## src/hdl/pbd_pkg.sv

```systemverilog
package pbd_pkg;

  localparam int CFG_INDEX_W = 3;
  localparam int CFG_DATA_W  = 16;

  localparam logic [CFG_INDEX_W-1:0] CFG_ROW_STRIDE   = 3'd0;
  localparam logic [CFG_INDEX_W-1:0] CFG_IMAGE_WIDTH  = 3'd1;
  localparam logic [CFG_INDEX_W-1:0] CFG_IMAGE_HEIGHT = 3'd2;
  localparam logic [CFG_INDEX_W-1:0] CFG_ORIGIN_LEFT  = 3'd3;
  localparam logic [CFG_INDEX_W-1:0] CFG_ORIGIN_TOP   = 3'd4;

  localparam logic [13:0] STRIDE_SHORT_MAX = 14'd250;
  localparam logic [8:0]  REPEAT_BASE      = 9'h101;
  localparam logic [16:0] COLUMN_MAX       = 17'h1FFFF;

  typedef struct packed {
    logic        [13:0] row_stride;
    logic        [13:0] image_width;
    logic        [13:0] image_height;
    logic signed [15:0] origin_left;
    logic signed [15:0] origin_top;
  } cfg_t;

  typedef enum logic [5:0] {
    PH_COUNT     = 6'b000001,
    PH_COUNT_LOW = 6'b000010,
    PH_HEADER    = 6'b000100,
    PH_REPEAT    = 6'b001000,
    PH_LITERAL   = 6'b010000,
    PH_PAD       = 6'b100000
  } phase_t;

endpackage

```

## src/hdl/pbd_if.sv

```systemverilog
interface pbd_byte_if;
  logic       valid;
  logic       ready;
  logic [7:0] stream_byte;

  modport source (output valid, output stream_byte, input ready);
  modport sink (input valid, input stream_byte, output ready);
endinterface

interface pbd_run_if;
  logic               valid;
  logic               ready;
  logic        [7:0]  pixel_index;
  logic signed [15:0] pixel_column;
  logic signed [15:0] pixel_row;
  logic        [7:0]  run_length;
  logic               image_done;

  modport source (output valid, output pixel_index, output pixel_column, output pixel_row,
                  output run_length, output image_done, input ready);
  modport sink (input valid, input pixel_index, input pixel_column, input pixel_row,
                input run_length, input image_done, output ready);
endinterface

```

## src/hdl/pbd_in_stage.sv

```systemverilog
module pbd_in_stage (
  input  logic       clk,
  input  logic       rst,
  pbd_byte_if.sink   stream,
  input  logic       advance,
  output logic       valid,
  output logic [7:0] data
);

  assign stream.ready = !valid || advance;

  always_ff @(posedge clk) begin
    if (rst) begin
      valid <= 1'b0;
    end else if (stream.ready) begin
      valid <= stream.valid;
    end
  end

  always_ff @(posedge clk) begin
    if (stream.valid && stream.ready) begin
      data <= stream.stream_byte;
    end
  end

endmodule

```

## src/hdl/pbd_decode.sv

```systemverilog
module pbd_decode (
  input  logic         clk,
  input  logic         rst,
  input  logic         in_valid,
  input  logic [7:0]   in_byte,
  output logic         advance,
  input  pbd_pkg::cfg_t cfg,
  pbd_run_if.source    runs
);
  import pbd_pkg::*;

  phase_t      phase, phase_next;
  logic [15:0] row_bytes_left, row_bytes_left_next, rbl_dec;
  logic [7:0]  literal_left, literal_left_next, lit_dec;
  logic [7:0]  repeat_count, repeat_count_next;
  logic [7:0]  count_high, count_high_next;
  logic [16:0] column, column_next;
  logic [13:0] row, row_next, row_cur;
  logic        parity, parity_next, parity_cur;

  logic        emit, row_end, vis, done;
  logic [7:0]  len, rl;
  logic [17:0] col_sum;
  logic [16:0] room17;
  logic [13:0] room;
  logic [14:0] row_inc;

  logic               out_valid;
  logic        [7:0]  out_index;
  logic        [15:0] out_column;
  logic        [15:0] out_row;
  logic        [7:0]  out_len;
  logic               out_done;

  assign advance = in_valid && (!out_valid || runs.ready);

  assign rbl_dec = (row_bytes_left != 16'd0) ? row_bytes_left - 16'd1 : row_bytes_left;
  assign lit_dec = (literal_left != 8'd0) ? literal_left - 8'd1 : literal_left;

  always_comb begin
    phase_next          = phase;
    row_bytes_left_next = row_bytes_left;
    literal_left_next   = literal_left;
    repeat_count_next   = repeat_count;
    count_high_next     = count_high;
    column_next         = column;
    row_next            = row;
    parity_next         = parity;
    row_cur             = row;
    parity_cur          = parity;
    emit                = 1'b0;
    row_end             = 1'b0;
    len                 = 8'd0;
    done                = 1'b0;
    row_inc             = 15'd0;

    unique case (phase)
      PH_COUNT: begin
        if (cfg.row_stride == 14'd0 || cfg.image_height == 14'd0) begin
          row_next    = 14'd0;
          parity_next = 1'b0;
        end else begin
          if (row >= cfg.image_height) begin
            row_cur    = 14'd0;
            parity_cur = 1'b0;
          end
          row_next    = row_cur;
          parity_next = ~parity_cur;
          column_next = 17'd0;
          if (cfg.row_stride <= STRIDE_SHORT_MAX) begin
            row_bytes_left_next = {8'h00, in_byte};
            if (in_byte == 8'd0) row_end = 1'b1;
            else phase_next = PH_HEADER;
          end else begin
            count_high_next = in_byte;
            phase_next      = PH_COUNT_LOW;
          end
        end
      end
      PH_COUNT_LOW: begin
        parity_next         = ~parity;
        column_next         = 17'd0;
        row_bytes_left_next = {count_high, in_byte};
        if ({count_high, in_byte} == 16'd0) row_end = 1'b1;
        else phase_next = PH_HEADER;
      end
      PH_HEADER: begin
        parity_next         = ~parity;
        row_bytes_left_next = rbl_dec;
        if (in_byte[7]) begin
          repeat_count_next = 8'(REPEAT_BASE - {1'b0, in_byte});
          phase_next        = PH_REPEAT;
        end else begin
          literal_left_next = in_byte + 8'd1;
          phase_next        = PH_LITERAL;
        end
        row_end = (rbl_dec == 16'd0);
      end
      PH_REPEAT: begin
        parity_next         = ~parity;
        row_bytes_left_next = rbl_dec;
        emit                = 1'b1;
        len                 = repeat_count;
        phase_next          = PH_HEADER;
        row_end             = (rbl_dec == 16'd0);
      end
      PH_LITERAL: begin
        parity_next         = ~parity;
        row_bytes_left_next = rbl_dec;
        emit                = 1'b1;
        len                 = 8'd1;
        literal_left_next   = lit_dec;
        if (lit_dec == 8'd0) phase_next = PH_HEADER;
        row_end = (rbl_dec == 16'd0);
      end
      PH_PAD: begin
        phase_next  = PH_COUNT;
        row_next    = 14'd0;
        parity_next = 1'b0;
      end
      default: begin
        phase_next = PH_COUNT;
      end
    endcase

    if (emit) begin
      col_sum     = {1'b0, column} + {10'd0, len};
      column_next = col_sum[17] ? COLUMN_MAX : col_sum[16:0];
    end else begin
      col_sum = 18'd0;
    end

    if (row_end) begin
      phase_next        = PH_COUNT;
      column_next       = 17'd0;
      literal_left_next = 8'd0;
      repeat_count_next = 8'd0;
      row_inc           = {1'b0, row_cur} + 15'd1;
      if (row_inc >= {1'b0, cfg.image_height}) begin
        done = 1'b1;
        if (parity_next) begin
          phase_next = PH_PAD;
          row_next   = row_inc[13:0];
        end else begin
          row_next    = 14'd0;
          parity_next = 1'b0;
        end
      end else begin
        row_next = row_inc[13:0];
      end
    end
  end

  // visible part of the run, clipped to the image width
  assign vis    = emit && ({3'd0, cfg.image_width} > column);
  assign room17 = {3'd0, cfg.image_width} - column;
  assign room   = room17[13:0];
  assign rl     = ({6'd0, len} < room) ? len : room[7:0];

  always_ff @(posedge clk) begin
    if (rst) begin
      phase          <= PH_COUNT;
      row_bytes_left <= 16'd0;
      literal_left   <= 8'd0;
      repeat_count   <= 8'd0;
      count_high     <= 8'd0;
      column         <= 17'd0;
      row            <= 14'd0;
      parity         <= 1'b0;
    end else if (advance) begin
      phase          <= phase_next;
      row_bytes_left <= row_bytes_left_next;
      literal_left   <= literal_left_next;
      repeat_count   <= repeat_count_next;
      count_high     <= count_high_next;
      column         <= column_next;
      row            <= row_next;
      parity         <= parity_next;
    end
  end

  always_ff @(posedge clk) begin
    if (rst) begin
      out_valid <= 1'b0;
    end else if (advance) begin
      out_valid <= vis;
    end else if (runs.ready) begin
      out_valid <= 1'b0;
    end
  end

  always_ff @(posedge clk) begin
    if (advance && vis) begin
      out_index  <= in_byte;
      out_column <= column[15:0] + cfg.origin_left;
      out_row    <= {2'b00, row_cur} + cfg.origin_top;
      out_len    <= rl;
      out_done   <= done;
    end
  end

  assign runs.valid        = out_valid;
  assign runs.pixel_index  = out_index;
  assign runs.pixel_column = $signed(out_column);
  assign runs.pixel_row    = $signed(out_row);
  assign runs.run_length   = out_len;
  assign runs.image_done   = out_done;

endmodule

```

## src/hdl/packbits_indexed_pixel_decoder.sv

```systemverilog
// channel   dir  payload                                              beat when
// stream    in   stream_byte[7:0]                                     valid && ready
// runs      out  pixel_index, pixel_column, pixel_row, run_length,    valid && ready
//                image_done
// cfg       in   cfg_index[2:0], cfg_data[15:0]                        cfg_we
//
// One byte per cycle while runs is ready; a run is registered in the result register
// as its byte leaves the input register. Latency is set by these two around the decoder.
// rst is synchronous: phase returns to row count, counters and config clear.
// A stall on runs holds the result register; one more byte waits in the input
// register, then stream ready drops until the result register drains.
module packbits_indexed_pixel_decoder (
  input  logic                            clk,
  input  logic                            rst,
  input  logic                            cfg_we,
  input  logic [pbd_pkg::CFG_INDEX_W-1:0] cfg_index,
  input  logic [pbd_pkg::CFG_DATA_W-1:0]  cfg_data,
  pbd_byte_if.sink                        stream,
  pbd_run_if.source                       runs
);
  import pbd_pkg::*;

  cfg_t       cfg;
  logic       s1_valid;
  logic [7:0] s1_byte;
  logic       advance;

  always_ff @(posedge clk) begin
    if (rst) begin
      cfg <= '0;
    end else if (cfg_we) begin
      case (cfg_index)
        CFG_ROW_STRIDE:   cfg.row_stride   <= cfg_data[13:0];
        CFG_IMAGE_WIDTH:  cfg.image_width  <= cfg_data[13:0];
        CFG_IMAGE_HEIGHT: cfg.image_height <= cfg_data[13:0];
        CFG_ORIGIN_LEFT:  cfg.origin_left  <= $signed(cfg_data);
        CFG_ORIGIN_TOP:   cfg.origin_top   <= $signed(cfg_data);
        default: ;
      endcase
    end
  end

  pbd_in_stage u_in_stage (
    .clk     (clk),
    .rst     (rst),
    .stream  (stream),
    .advance (advance),
    .valid   (s1_valid),
    .data    (s1_byte)
  );

  pbd_decode u_decode (
    .clk      (clk),
    .rst      (rst),
    .in_valid (s1_valid),
    .in_byte  (s1_byte),
    .advance  (advance),
    .cfg      (cfg),
    .runs     (runs)
  );

endmodule
```

## src/flat_wrapper.sv

```systemverilog
// flat-port wrapper written by rule: the top's interface ports become plain ports
module packbits_indexed_pixel_decoder_flat import pbd_pkg::*;
  (clk, rst, cfg_we, cfg_index, cfg_data, stream_valid, stream_stream_byte, stream_ready, runs_valid, runs_pixel_index, runs_pixel_column, runs_pixel_row, runs_run_length, runs_image_done, runs_ready);
  pbd_byte_if stream_i ();
  pbd_run_if runs_i ();
  input  logic clk;
  input  logic rst;
  input  logic cfg_we;
  input  logic [pbd_pkg::CFG_INDEX_W-1:0] cfg_index;
  input  logic [pbd_pkg::CFG_DATA_W-1:0] cfg_data;
  input wire logic [$bits(stream_i.valid)-1:0] stream_valid;
  input wire logic [$bits(stream_i.stream_byte)-1:0] stream_stream_byte;
  output wire logic [$bits(stream_i.ready)-1:0] stream_ready;
  output wire logic [$bits(runs_i.valid)-1:0] runs_valid;
  output wire logic [$bits(runs_i.pixel_index)-1:0] runs_pixel_index;
  output wire logic [$bits(runs_i.pixel_column)-1:0] runs_pixel_column;
  output wire logic [$bits(runs_i.pixel_row)-1:0] runs_pixel_row;
  output wire logic [$bits(runs_i.run_length)-1:0] runs_run_length;
  output wire logic [$bits(runs_i.image_done)-1:0] runs_image_done;
  input wire logic [$bits(runs_i.ready)-1:0] runs_ready;
  assign stream_i.valid = stream_valid;
  assign stream_i.stream_byte = stream_stream_byte;
  assign stream_ready = stream_i.ready;
  assign runs_valid = runs_i.valid;
  assign runs_pixel_index = runs_i.pixel_index;
  assign runs_pixel_column = runs_i.pixel_column;
  assign runs_pixel_row = runs_i.pixel_row;
  assign runs_run_length = runs_i.run_length;
  assign runs_image_done = runs_i.image_done;
  assign runs_i.ready = runs_ready;
  packbits_indexed_pixel_decoder u_core (.clk(clk), .rst(rst), .cfg_we(cfg_we), .cfg_index(cfg_index), .cfg_data(cfg_data), .stream(stream_i), .runs(runs_i));
endmodule
```

## config.mk

```make
export PLATFORM = sky130hd
export DESIGN_NAME = packbits_indexed_pixel_decoder_flat
export DESIGN_NICKNAME = d
export VERILOG_FILES = /design/src/hdl/pbd_pkg.sv /design/src/hdl/pbd_if.sv /design/src/hdl/pbd_in_stage.sv /design/src/hdl/pbd_decode.sv /design/src/hdl/packbits_indexed_pixel_decoder.sv /design/src/flat_wrapper.sv
export SDC_FILE = /design/constraint.sdc
export NUM_CORES = 1
export LEC_CHECK = 0
export BUFFER_PORTS_ARGS = -buffer_cell sky130_fd_sc_hd__buf_2
export CAP_MARGIN = 20
export CORE_MARGIN = 2
export CORE_UTILIZATION = 40
export DETAILED_ROUTE_END_ITERATION = 7
export PLACE_DENSITY = 0.67
export SKIP_LAST_GASP = 1
export SYNTH_ARGS = -nofsm -noshare
export SYNTH_HDL_FRONTEND = slang
export SYNTH_SLANG_ARGS = --single-unit
```

## constraint.sdc

```tcl
create_clock -name clk -period 9.14 [get_ports clk]
set_input_delay 0 -clock clk [delete_from_list [all_inputs] [get_ports clk]]
set_output_delay 0 -clock clk [all_outputs]
set_load 0.005 [all_outputs]
```

==> flow_results.org, run 1 <==
** Worst setup path
- Kind of capture point of the worst setup path :: flop
- Together, buffers and inverters on the worst path number 1.
- Among all stages on the critical path, the largest delay is contributed by and2_1.
- Maximum fanout encountered on the critical timing path :: 25
- Reg2reg start :: u_core.cfg[41]
- For the worst setup path, the data required time is 9560 ps.
- Worst setup path start :: u_core.cfg[41]
- Data arrival at the endpoint of the critical path :: 6070 ps
- The largest single stage delay on the critical path is 490 ps.
- The worst setup path is of the flop to flop kind.
- The worst setup path is launched from a flop.
- The cell family contributing the most delay on the critical path is compound AO/OA/AOI/OAI gates.
- Walking the worst path, the cells encountered are inv_1, ha_1, a21oi_1, o21ai_0, a221oi_1, o21ai_0, and2_1, nor2_1, ha_1, nand4_1, nor2_1, nand4_1, xor2_1, nor2_1, ha_1, nand2_1, a21oi_1, a2111oi_0, a21oi_1, a211oi_1, o211ai_1, o31ai_1.

** Run status
- Run status :: finished clean

** Routing
- The first detailed-routing pass ran for 7 iterations.
- Remaining antenna violation count :: 0
- Wirelength per Cell :: 16.2 um
- Iteration-0 DRC Markers :: 743
- After detailed routing, the number of vias per cell comes to 5.46.
- In the routed design, unresolved DRC markers number 0.
- Wire length after detailed routing :: 32100 um
- Vias after detailed routing :: 10800

** Synth
- When the netlist entered floorplanning its net count stood at 1608.
- After synthesis, the mean cell area works out to 8.41 um2.
- Number of synthesized flops with an enable pin :: 57
- Proportion of register bits with asynchronous set or reset after synthesis :: 0%
- Post-Synthesis Cells :: 1477
- Top flip-flop cell by instance count after synthesis :: dfxtp_1
- The Yosys step of the flow raised 0 warnings.
- Flop and latch count out of synthesis :: 211
- Post-synthesis instance area :: 12400 um2
- Register area share after synthesis :: 38.6%
- Count of different cell masters after synthesis :: 81

** Floorplanning
- Placeable Area :: 30600 um2
- Cell row count :: 64
- Starting utilization of the core area :: 40.6%
- Io pins :: 83
- The die is 180 um wide.
- Area of the die :: 32500 um2
- Height of the chip :: 180 um

** CTS
- Post-CTS resize count :: 0
- Counting every sink on the clock net gives 211.
- TritonCTS built the clock tree.
- After clock tree synthesis, the setup repair step added 0 buffers.
- Later-pin clock latency in the skew report :: 530 ps
- Depth of the CTS H-tree :: 1
- TritonCTS buffer count :: 26
- Clock tree synthesis selected as its root buffer the cell clkbuf_16.
- Clock-pin slew was measured on the worst setup and hold paths at 60 ps.
- No sink is reached through more buffers than the 3 on the longest clock path.

** Power
- Sequential fraction of design power :: 45.3%
- Cell-internal power :: 1650 uW
- Leakage power :: 0.00574 uW
- Of the total power, the share spent switching nets is 24.5%.
- Worst voltage drop across the vdd grid :: 0.103 mV
- The clock network is responsible for 45.0% of the overall power.
- Per report_power, the combinational group accounts for 9.8% of the total.
- Total power density per cell area :: 154 nW/um2
- Power dissipated by switching net loads :: 536 uW

** STA
- Slew margin rel. :: 26.0%
- Clk_skew :: 13.4 ps
- The number of max-slew violations in the final report came to 0.
- The number of failing hold endpoints at the final stage was 0.
- Dividing the final minimum period by the clock period gives 61.8%.
- For the pin with the worst max-slew slack, the measured transition is 1110 ps.
- Maximum operating frequency :: 0.177 GHz
- # setup viols final :: 0
- Final min period :: 5650 ps
- After routing, the total negative slack on setup checks comes to 0 ps.
- RSZ-0062 raised after global routing :: no

** Final layout
- The library cells used most frequently in the layout, excluding fill and tap cells, are 252 x nand2_1, 154 x dfxtp_1, 149 x a21oi_1.
- The final layout contains 1690 nets.
- Share of final-layout standard cells stronger than drive strength 1 :: 9.06%
- From synthesis to final layout, the design area changed by 14.6%.
- Measured on the finished design, the core utilization comes to 46.5%.
- The library cell used most frequently in the layout, excluding fill and tap cells, is nand2_1.
- Final instance area :: 14200 um2

** Global route
- Global routing finished with a remaining overflow of 0.
- Pin count of the biggest net entering global routing :: 88
- The via count of the first global-routing pass is 10400.
- First-pass GRT wire length :: 52800 um
- Global routing used 19.4% of the available tracks across all layers.
- The initial antenna violation count came to 1.

** Placement
- The HPWL after detailed placement is 23700 um.
- DP Area :: 13100 um2
- At the end of routability-driven placement, the weighted congestion stood at 0.865.
- Number of buffer cells added on primary ports :: 82

** Job
- The tool flagged a number of max-cap violations equal to 0.

** Hold path
- The path class of the tightest hold or removal check is input pin to flop.
- Beginning of the worst hold path :: cfg_index[1]
## registers in the layout (all words and copies together) (netlist names)
signal and count:
u_core.u_decode.count_high 8, u_core.cfg 74, u_core.u_decode.runs.pixel_index 8, u_core.u_decode.runs.run_length 8, u_core.u_decode.runs.pixel_row 16, u_core.u_decode.row_bytes_left 16, u_core.u_decode.literal_left 8, u_core.u_decode.runs.pixel_column 16
u_core.u_in_stage.data 8, u_core.u_in_stage.valid 1, u_core.u_decode.runs.valid 1, u_core.u_decode.runs.image_done 1, u_core.u_decode.parity 1, u_core.u_decode.phase 6, u_core.u_decode.row 14, u_core.u_decode.column 17
u_core.u_decode.repeat_count 8
## cells by family (layout without fill, tap and decap cells)
kind of cell	after synthesis	count (layout)	share of synthesized area, %
other	0	1	0
buffers and inverters	134	235	4.27
muxes	22	22	1.78
adders and majority gates	100	100	10.3
and+or+nand+nor	588	588	22.4
DFF	211	211	38.6
AOI/OAI and AO/OA	348	348	17.4
xor gates and xnor gates	74	74	5.22
## worst reg2reg max path, stage by stage, from the launching register on
cell and delay, ps:
dfxtp_1 360, inv_1 80, ha_1 300, a21oi_1 150, o21ai_0 110, a221oi_1 310, o21ai_0 230, and2_1 490
nor2_1 390, ha_1 280, nand4_1 180, nor2_1 180, nand4_1 130, xor2_1 230, nor2_1 70, ha_1 300
nand2_1 80, a21oi_1 50, a2111oi_0 330, a21oi_1 130, a211oi_1 340, o211ai_1 460, o31ai_1 370
## cells in the mapped netlist, drive strengths merged (15+ instances only)
cell	instances	area, um2
a21o	20	150
a21oi	150	754
and2	23	144
and3	15	93.8
clkbuf	54	203
dfxtp	154	3080
edfxtp	57	1710
ha	95	1190
inv	70	263
mux2i	21	210
nand2	253	952
nand3	49	245
nand4	16	100
nor2	111	417
nor3	33	176
nor4	22	165
o21ai	46	230
o31ai	17	128
xnor2	43	377
xor2	31	272
## cell type report
class	count	area [um2]
inverters	71	267
fillers	2964	16400
flip-flops and latches	211	4790
well taps	396	495
clock buffers	43	766
repair buffers	117	754
clock inverters	4	48.8
diodes	1	2.50
multi-input cells	1132	7100
## path summary, 6_finish.rpt
kind / end / slack [ps] / cells past startpoint
max: u_core.u_decode.row[10] / 3490 / 22
min: u_core.cfg[53] / 50 / 4
max reg2reg: u_core.u_decode.row[10] / 3490 / 22
min reg2reg: u_core.cfg[73] / 450 / 2
## power by group through the flow
stage / Clock [uW] / Sequential [uW] / Combinational, uW
3_3_place_gp: 0 / 1010 / 200
2_1_floorplan: 0 / 998 / 156
6_report: 984 / 990 / 213
3_5_place_dp: 0 / 1010 / 200
4_1_cts: 1000 / 990 / 211
5_1_grt: 1050 / 991 / 237
## repair_timing
| action | CTS | global route |
|---|---|---|
| endpoints found under the setup margin | 0 | 0 |
| hold buffers | 30 | 0 |
| endpoints found under the hold margin | 109 | 0 |
## metal layers
layer  GRT usage [%]  wire (um)  part of all wire, %  up-vias
li1                -          -                    -     5424
met1            25.9      14900                   46     5080
met2            32.9      15200                   47      226
met3            2.49       1240                  3.9       61
met4            5.45        768                  2.4        0
met5               0          0                    0        -
## through the flow
stage	setup slack, ps	total power, uW	hold WS (ps)	std cells
floorplan	3460	1150	98.9	1477
global placement	3660	1210	178	1895
detailed placement	3550	1210	178	1897
CTS	3530	2200	34.4	1974
global route	2880	2270	65.3	1975
finish	3490	2190	48.5	1975
No activity file was read; power rests on OpenSTA's default activity.
==> run 2, diff against run 1 <==
clock period = 5.4 ns   (was 9.14 ns; I/O delays follow)
==> run 2 against run 1 <==
Cell count hardly changed. Critical endpoint unchanged. Die area stayed put. Global-route usage grew 0.38 points. Routed wire length grew 2.2%. Critical path depth unchanged. Fmax is 16% higher. Highest routed layer unchanged. Via count rose by 0.38%. Worst setup slack got worse by 3000 ps. Critical path type unchanged. Clock skew shrank 3.9 ps.
==> flow_results.org, run 2 (same netlist as run 1, synthesis figures left out) <==
** Final layout
- Most common cell after layout, fill and taps aside :: nand2_1
- The largest registers in the layout are u_core.cfg: 74 flops, u_core.u_decode.column: 17 flops.
- The register with the most flip-flops in the final layout is u_core.cfg.
- Share of final-layout standard cells stronger than drive strength 1 :: 9.75% (+0.69 points)
- Post-layout net count :: 1692 (+0.12%)
- Commonest cells after routing, fill and taps aside :: 252 x nand2_1, 154 x dfxtp_1, 149 x a21oi_1
- Compared with the post-synthesis result, the final layout area differs by 14.7%.
- The flip-flop count of the largest register, all copies and words added is 74 (unchanged).
- The final core utilization was 46.6% (+0.070 points).

** Routing
- The number of nets with antenna violations after routing is 0 (unchanged).
- Via-per-instance ratio :: 5.48 (+0.33%)
- The routed wire length per instance is 16.6 um (+2.1%).
- The residual DRC count was 0 (unchanged).
- Vias after detailed routing :: 10800 (+0.38%)
- The detailed-router iteration count before antenna repair came to 5 (-2).
- The violation count after the first detailed-routing iteration is 913 (+23%).
- Wire length after detailed routing :: 32800 um (+2.2%)

** STA
- Final Hold Viols :: 0 (unchanged)
- The achievable frequency was 0.205 GHz (+16%).
- Slew margin rel. :: 38.8% (+13 points)
- # setup viols final :: 0 (unchanged)
- Clk_skew :: 9.50 ps (-3.89 ps)
- Share of the cycle needed by the critical path after routing :: 90.2% (+28 points)
- The number of max-slew violations in the final report came to 0 (unchanged).
- Setup repair after global routing left no endpoint under its margin.
- Total negative setup slack :: 0 ps (unchanged)
- Worst setup slack after layout :: 527 ps (-2960 ps)
- The transition time of the tightest slew-check pin was 917 ps (-188 ps).
- The post-layout minimum cycle time was 4870 ps (-776 ps).

** CTS
- TritonCTS buffer count :: 24 (-7.7%)
- The clock latency of the later-clocked register in the worst-skew pair came to 530 ps (about the same).
- Buffer type at the clock tree root :: clkbuf_16
- The number of post-CTS setup repair buffers is 0 (unchanged).
- TritonCTS clock tree :: done
- CTS clk-pin slew, worst paths :: 60 ps (about the same)
- The number of buffers between clock root and the deepest sink is 3 (unchanged).
- The number of sinks handled by clock tree synthesis came to 211 (unchanged).
- The H-tree level count came to 1 (unchanged).

** Worst setup path
- Endpoint of the most critical register-to-register path :: u_core.u_decode.row[10]
- The most critical setup path has its startpoint at u_core.u_decode.row[9].
- The cell depth of the worst flop-to-flop path is 22 (unchanged).
- Setup slack, reg-to-reg :: 530 ps (-2960 ps)
- Data arrival at the endpoint of the critical path :: 5300 ps (-770 ps)
- Required time of the critical path :: 5830 ps (-3730 ps)
- STA classifies the critical path startpoint as a flop.
- Path type of the worst setup path :: flop to flop
- The worst setup path is captured at a flop.
- Following the worst setup path forward leads to its endpoint at u_core.u_decode.row[10].
- The largest driver fanout on the critical path was 12 (-52%).
- The worst register-to-register path begins at u_core.u_decode.row[9].

** Placement
- The quantity of I/O buffers inserted on ports was 82 (unchanged).
- Pre-CTS setup slack :: 153 ps (-3400 ps)
- Half-perimeter wire length of the detailed placement result :: 24100 um (+1.5%)
- Global placer's final weighted congestion :: 0.914 (+5.7%)

** Floorplanning
- The die area is 32500 um2 (unchanged).
- The y dimension of the die is 180 um (unchanged).
- The total number of placement rows came to 64 (unchanged).
- The x dimension of the die is 180 um (unchanged).
- Starting utilization of the core area :: 40.6% (unchanged)
- The placeable core area came to 30600 um2 (unchanged).
- Io pins :: 83 (unchanged)

** Power
- The leakage power total is 0.00576 uW (+0.33%).
- The total power draw came to 3670 uW (+68%).
- Worst voltage drop across the vdd grid :: 0.217 mV (+110%)
- Total power density per cell area :: 257 nW/um2 (+67%)

** Global route
- Total congestion overflow after global routing :: 0 (unchanged)
- The maximum number of pins on one net before global-route repair was 81 (-8.0%).
- First-pass GRT wire length :: 53500 um (+1.4%)
- The via count of the first global-routing pass is 10400 (+0.17%).
- The initial antenna violation count came to 1 (unchanged).
- Total Routing Usage GR :: 19.8% (+0.38 points)

** Hold path
- Tightest Hold Check Type :: input pin to flop

** Run status
- Run status :: finished clean

** Job
- The max-capacitance violation count was 0 (unchanged).
run 2: metal layers:
metal / part of all wire [%] / wire (um) / up-vias / GRT usage [%]
met5: 0 / 0 / - / 0
met4: 3.2 / 1040 / 0 / 6.42
met3: 4.5 / 1470 / 61 / 2.34
met2: 47 / 15500 / 248 / 33.1
met1: 45 / 14800 / 5106 / 26.5
li1: - / - / 5417 / -
run 2: what timing repair did:
item	4_1_cts	5_1_grt
hold buffers	29	0
hold endpoints to repair	120	0
gates resized for setup	0	1
setup endpoints to repair	0	12
run 2: metrics by stage:
step | area [um2] | hold slack (ps) | instances
final | 14200 | 38.1 | 1976
after CTS | 14200 | 22.4 | 1973
after floorplan | 12400 | 98.9 | 1477
after detailed placement | 13100 | 178 | 1900
after global routing | 14200 | 67.7 | 1976
after global placement | 13100 | 178 | 1900
run 2: where the power goes:
group	total, uW	switching (uW)	leakage [uW]	internal (uW)
Sequential	1680	32.2	0.00182	1640
Clock	1630	672	0.000391	955
Combinational	365	219	0.00354	146
run 2: cell type report:
type | count | area (um2)
Timing Repair Buffer | 121 | 791
Antenna cell | 1 | 2.50
Fill cell | 2995 | 16300
Sequential cell | 211 | 4790
Clock buffer | 30 | 653
Inverter | 71 | 267
Multi-Input combinational cell | 1132 | 7110
Clock inverter | 14 | 135
Tap cell | 396 | 495
run 2: worst min path at each step:
stage	from	endpoint	slack (ps)	cells after the start
6_report	cfg_index[1]	u_core.cfg[58]	40	4
5_1_grt	cfg_index[1]	u_core.cfg[54]	70	4
4_1_cts	cfg_index[1]	u_core.cfg[58]	20	4
3_5_place_dp	stream_stream_byte[1]	u_core.u_in_stage.data[1]	180	1
3_3_place_gp	stream_stream_byte[1]	u_core.u_in_stage.data[1]	180	1
2_1_floorplan	stream_stream_byte[0]	u_core.u_in_stage.data[0]	100	0
run 2: critical path, stage by stage (launching register included):
cell and delay [ps]:
dfxtp_1 450, ha_1 290, a21oi_1 140, o21ai_0 120, a221oi_1 330, o21ai_0 190, nand2_1 130, and2_1 220
ha_1 240, nand4_1 180, nor2_1 190, nand4_1 130, xor2_1 200, nor2_1 70, ha_1 270, nand2_1 80
a21oi_1 40, a2111oi_0 380, a21oi_1 160, a211oi_2 330, o211ai_1 180, buf_4 240, o31ai_1 220
==> run 3, diff against run 2 <==
--- a/config.mk
+++ b/config.mk
@@ -7,3 +7,2 @@
 export LEC_CHECK = 0
-export BUFFER_PORTS_ARGS = -buffer_cell sky130_fd_sc_hd__buf_2
 export CAP_MARGIN = 20
@@ -12,3 +11,4 @@
 export DETAILED_ROUTE_END_ITERATION = 7
-export PLACE_DENSITY = 0.67
+export DONT_BUFFER_PORTS = 1
+export PLACE_DENSITY = 0.64
 export SKIP_LAST_GASP = 1
==> constraint.sdc (replaced) <==
create_clock -name clk -period 5.4 [get_ports clk]
set_input_delay 0.81 -clock clk [delete_from_list [all_inputs] [get_ports clk]]
set_output_delay 0.81 -clock clk [all_outputs]
set_load 0.005 [all_outputs]
==> run 3 against run 2 <==
Critical path depth unchanged. Clock skew grew 7.9 ps. Critical path type unchanged. Worst setup slack better by 83 ps. Non-clock buffer count shrank 110. Global-route usage decreased by 0.17 points. Register-to-register slack improved by 80 ps. Cell count down 5.5%. Combinational power shrank 16%. Worst hold slack gained 330 ps. Core utilization fell by 2.1 points. First-iteration DRC count shrank 16%. Routed wire length is 0.46% lower.
==> flow_results.org, run 3 (same netlist as run 1, synthesis figures left out) <==
** Run status
- The run finished with clean final reports.

** Final layout
- Filler-free cell count of the finished design :: 1867 (-5.5%)
- The number of nets in the layout is 1583 (-6.4%).
- Final core occ :: 44.5% (-2.1 points)
- Most common cell after layout, fill and taps aside :: nand2_1
- The area growth from synthesis to layout is 9.59%.
- The fraction of layout cells with a size suffix above 1 was 5.37% (-4.4 points).
- Final instance area :: 13600 um2 (-4.5%)
- Commonest cells after routing, fill and taps aside :: 252 x nand2_1, 154 x dfxtp_1, 149 x a21oi_1
- Register with the most flip-flops :: u_core.cfg
- The flip-flop count of the largest register, all copies and words added came to 74 (unchanged).
- Top Registers :: u_core.cfg: 74 flops, u_core.u_decode.column: 17 flops
- The number of diodes is 0 (-1).

** Power
- Worst voltage drop across the vdd grid :: 0.193 mV (-11%)
- The switching power as a share of total power was 25.1% (-0.082 points).
- Cell-internal power :: 2790 uW (+1.8%)
- The total power density per cell area was 274 nW/um2 (+6.4%).
- Leakage power :: 0.00531 uW (-7.8%)
- Combinational power share :: 8.2% (-1.8 points)
- Power dissipated by switching net loads :: 936 uW (+1.3%)
- Sequential fraction of design power :: 44.9% (-0.8 points)
- Relative contribution of the clock network to total power :: 46.8% (+2.4 points)

** Job
- The max-capacitance violation count is 0 (unchanged).

** Worst setup path
- The arrival time reported for the critical path endpoint is 5240 ps (-60 ps).
- Cell with the biggest individual delay on the critical path :: dfxtp_1
- The cell depth of the worst flop-to-flop path was 22 (unchanged).
- Required time of the critical path :: 5850 ps (+20 ps)
- Reg2reg start :: u_core.u_decode.row[9]
- STA classifies the critical path endpoint as a flop.
- Number of buffers and inverters on the critical path :: 1 (unchanged)
- Setup slack, reg-to-reg :: 610 ps (+80 ps)
- The cell family contributing the most delay on the critical path is compound AO/OA/AOI/OAI gates.
- Critical-path cell list :: ha_1, a21oi_1, o21ai_0, a221oi_1, o21ai_0, nand2_1, and2_1, ha_1, nand4_1, nor2_1, nand4_1, xor2_1, nor2_1, ha_1, nand2_1, a21oi_1, a2111oi_0, a21oi_1, a211oi_2, o211ai_1, buf_4, o31ai_1
- STA classifies the critical path startpoint as a flop.
- In this run the critical register-to-register path is captured at u_core.u_decode.row[10].
- Path type of the worst setup path :: flop to flop
- Maximum fanout encountered on the critical timing path :: 14 (+2)
- Max stage delay on crit path :: 460 ps (about the same)

** Global route
- Pin count of the biggest net entering global routing :: 129 (+59%)
- Via count of the first global-routing pass :: 9849 (-5.3%)
- First-pass GRT wire length :: 52600 um (-1.6%)
- The total global routing overflow is 0 (unchanged).
- Initial antenna violation count :: 0 (-1)
- The aggregate global-route resource usage is 19.6% (-0.17 points).

** Floorplanning
- The placeable core area came to 30600 um2 (unchanged).
- Die boundary width :: 180 um (unchanged)
- Io pins :: 83 (unchanged)
- The y dimension of the die is 180 um (unchanged).
- The total number of placement rows is 64 (unchanged).
- The initial cell density of the core came to 40.6% (unchanged).
- Area of the die :: 32500 um2 (unchanged)

** STA
- Setup repair after global routing left no endpoint under its margin.
- The number of failing hold endpoints at the final stage came to 0 (unchanged).
- Maximum operating frequency :: 0.209 GHz (+1.7%)
- The number of max-slew violations in the final report was 0 (unchanged).
- The setup clock skew after layout is 17.4 ps (+7.92 ps).
- Share of the cycle needed by the critical path after routing :: 88.7% (-1.5 points)
- Final min period :: 4790 ps (-82.6 ps)
- The final setup slack of the worst path came to 609 ps (+82.6 ps).
- The relative max-transition margin was 40.2% (+1.4 points).
- Worst-margin pin slew :: 894 ps (-23.8 ps)
- The final setup violation count is 0 (unchanged).
- Total negative setup slack :: 0 ps (unchanged)

** Routing
- The detailed-router iteration count before antenna repair came to 5 (unchanged).
- The post-detailed-routing wire length is 32600 um (-0.46%).
- The routed wire length per instance came to 17.5 um (+5.4%).
- The via count came to 10500 (-3.5%).
- Remaining antenna violation count :: 0 (unchanged)
- The number of vias per cell came to 5.60 (+2.1%).
- Iteration-0 DRC Markers :: 766 (-16%)
- The residual DRC count is 0 (unchanged).

** Hold path
- Beginning of the worst hold path :: stream_stream_byte[5]
- The number of stages on the worst hold path came to 0 (-4).
- Worst Hold Path EP :: u_core.u_in_stage.data[5]
- Tightest Hold Check Type :: input pin to flop

** CTS
- The number of post-CTS setup repair buffers is 0 (unchanged).
- CTS Buffer Depth :: 3 (unchanged)
- CTS clk-pin slew, worst paths :: 60 ps (about the same)
- The number of CTS-inserted buffers came to 25 (+4.2%).
- CTS Sinks :: 211 (unchanged)
- TritonCTS built the clock tree.
- Depth of the CTS H-tree :: 1 (unchanged)
- Buffer type at the clock tree root :: clkbuf_16
- The clock latency of the later-clocked register in the worst-skew pair came to 540 ps (about the same).

** Placement
- The worst slack after detailed placement was 523 ps (+369 ps).
- The final weighted congestion of routability-driven global placement is 0.889 (-2.8%).
- Number of buffer cells added on primary ports :: 0 (-100%)
- The cell total after placement came to 1821 (-4.2%).
- Half-perimeter wire length of the detailed placement result :: 24300 um (+0.69%)
- DP Area :: 12700 um2 (-3.1%)
==> run 3: changes by cell type in the layout (fill, tap and decap cells not counted), moves of 2 or more <==
cell           delta
clkinv_1          -2
dlygate4sd3_1    -29
buf_2            -81
clkbuf_1          -2
clkinv_4          +2
clkinvlp_4        +2
clkbuf_16         +2
==> run 3: per-stage QoR <==
step	power, uW	hold slack, ps
finish	3730	366
global route	3870	338
CTS	3750	335
detailed placement	2010	447
global placement	2010	442
floorplan	1950	424
==> run 3: timing repair <==
action	CTS	global route
endpoints found under the setup margin	0	14
hold endpoints to repair	0	0
hold buffers	0	0
gates resized for setup	0	1
==> run 3: how the worst max path moves through the flow <==
stage                              endpoint  depth (start not counted)                    from
floorplan           u_core.u_decode.row[10]                         23  u_core.u_decode.row[7]
global placement     u_core.u_decode.row[7]                         22  u_core.u_decode.row[9]
detailed placement  u_core.u_decode.row[10]                         22  u_core.u_decode.row[9]
CTS                 u_core.u_decode.row[10]                         22  u_core.u_decode.row[9]
global route         u_core.u_decode.row[8]                         22  u_core.u_decode.row[9]
finish              u_core.u_decode.row[10]                         22  u_core.u_decode.row[9]
==> run 3: area by class of cell <==
| class | count | area (um2) |
|---|---|---|
| fillers | 3025 | 17000 |
| repair buffers | 11 | 82.6 |
| clock buffers | 30 | 696 |
| inverters | 71 | 267 |
| well taps | 396 | 495 |
| clock inverters | 16 | 165 |
| flip-flops and latches | 211 | 4790 |
| multi-input cells | 1132 | 7110 |
==> run 3: power by group through the flow <==
stage               Sequential, uW  Combinational, uW  Clock, uW
CTS                           1670                305       1780
finish                        1670                308       1750
detailed placement            1710                303          0
floorplan                     1690                264          0
global route                  1680                341       1850
global placement              1710                301          0
==> run 3: layer usage <==
layer / up-vias / track usage, % / share of wire [%]
met2: 252 / 32.3 / 46
met3: 55 / 3.44 / 5.2
li1: 5210 / - / -
met1: 4937 / 26.2 / 46
met4: 0 / 5.77 / 2.8
met5: - / 0 / 0
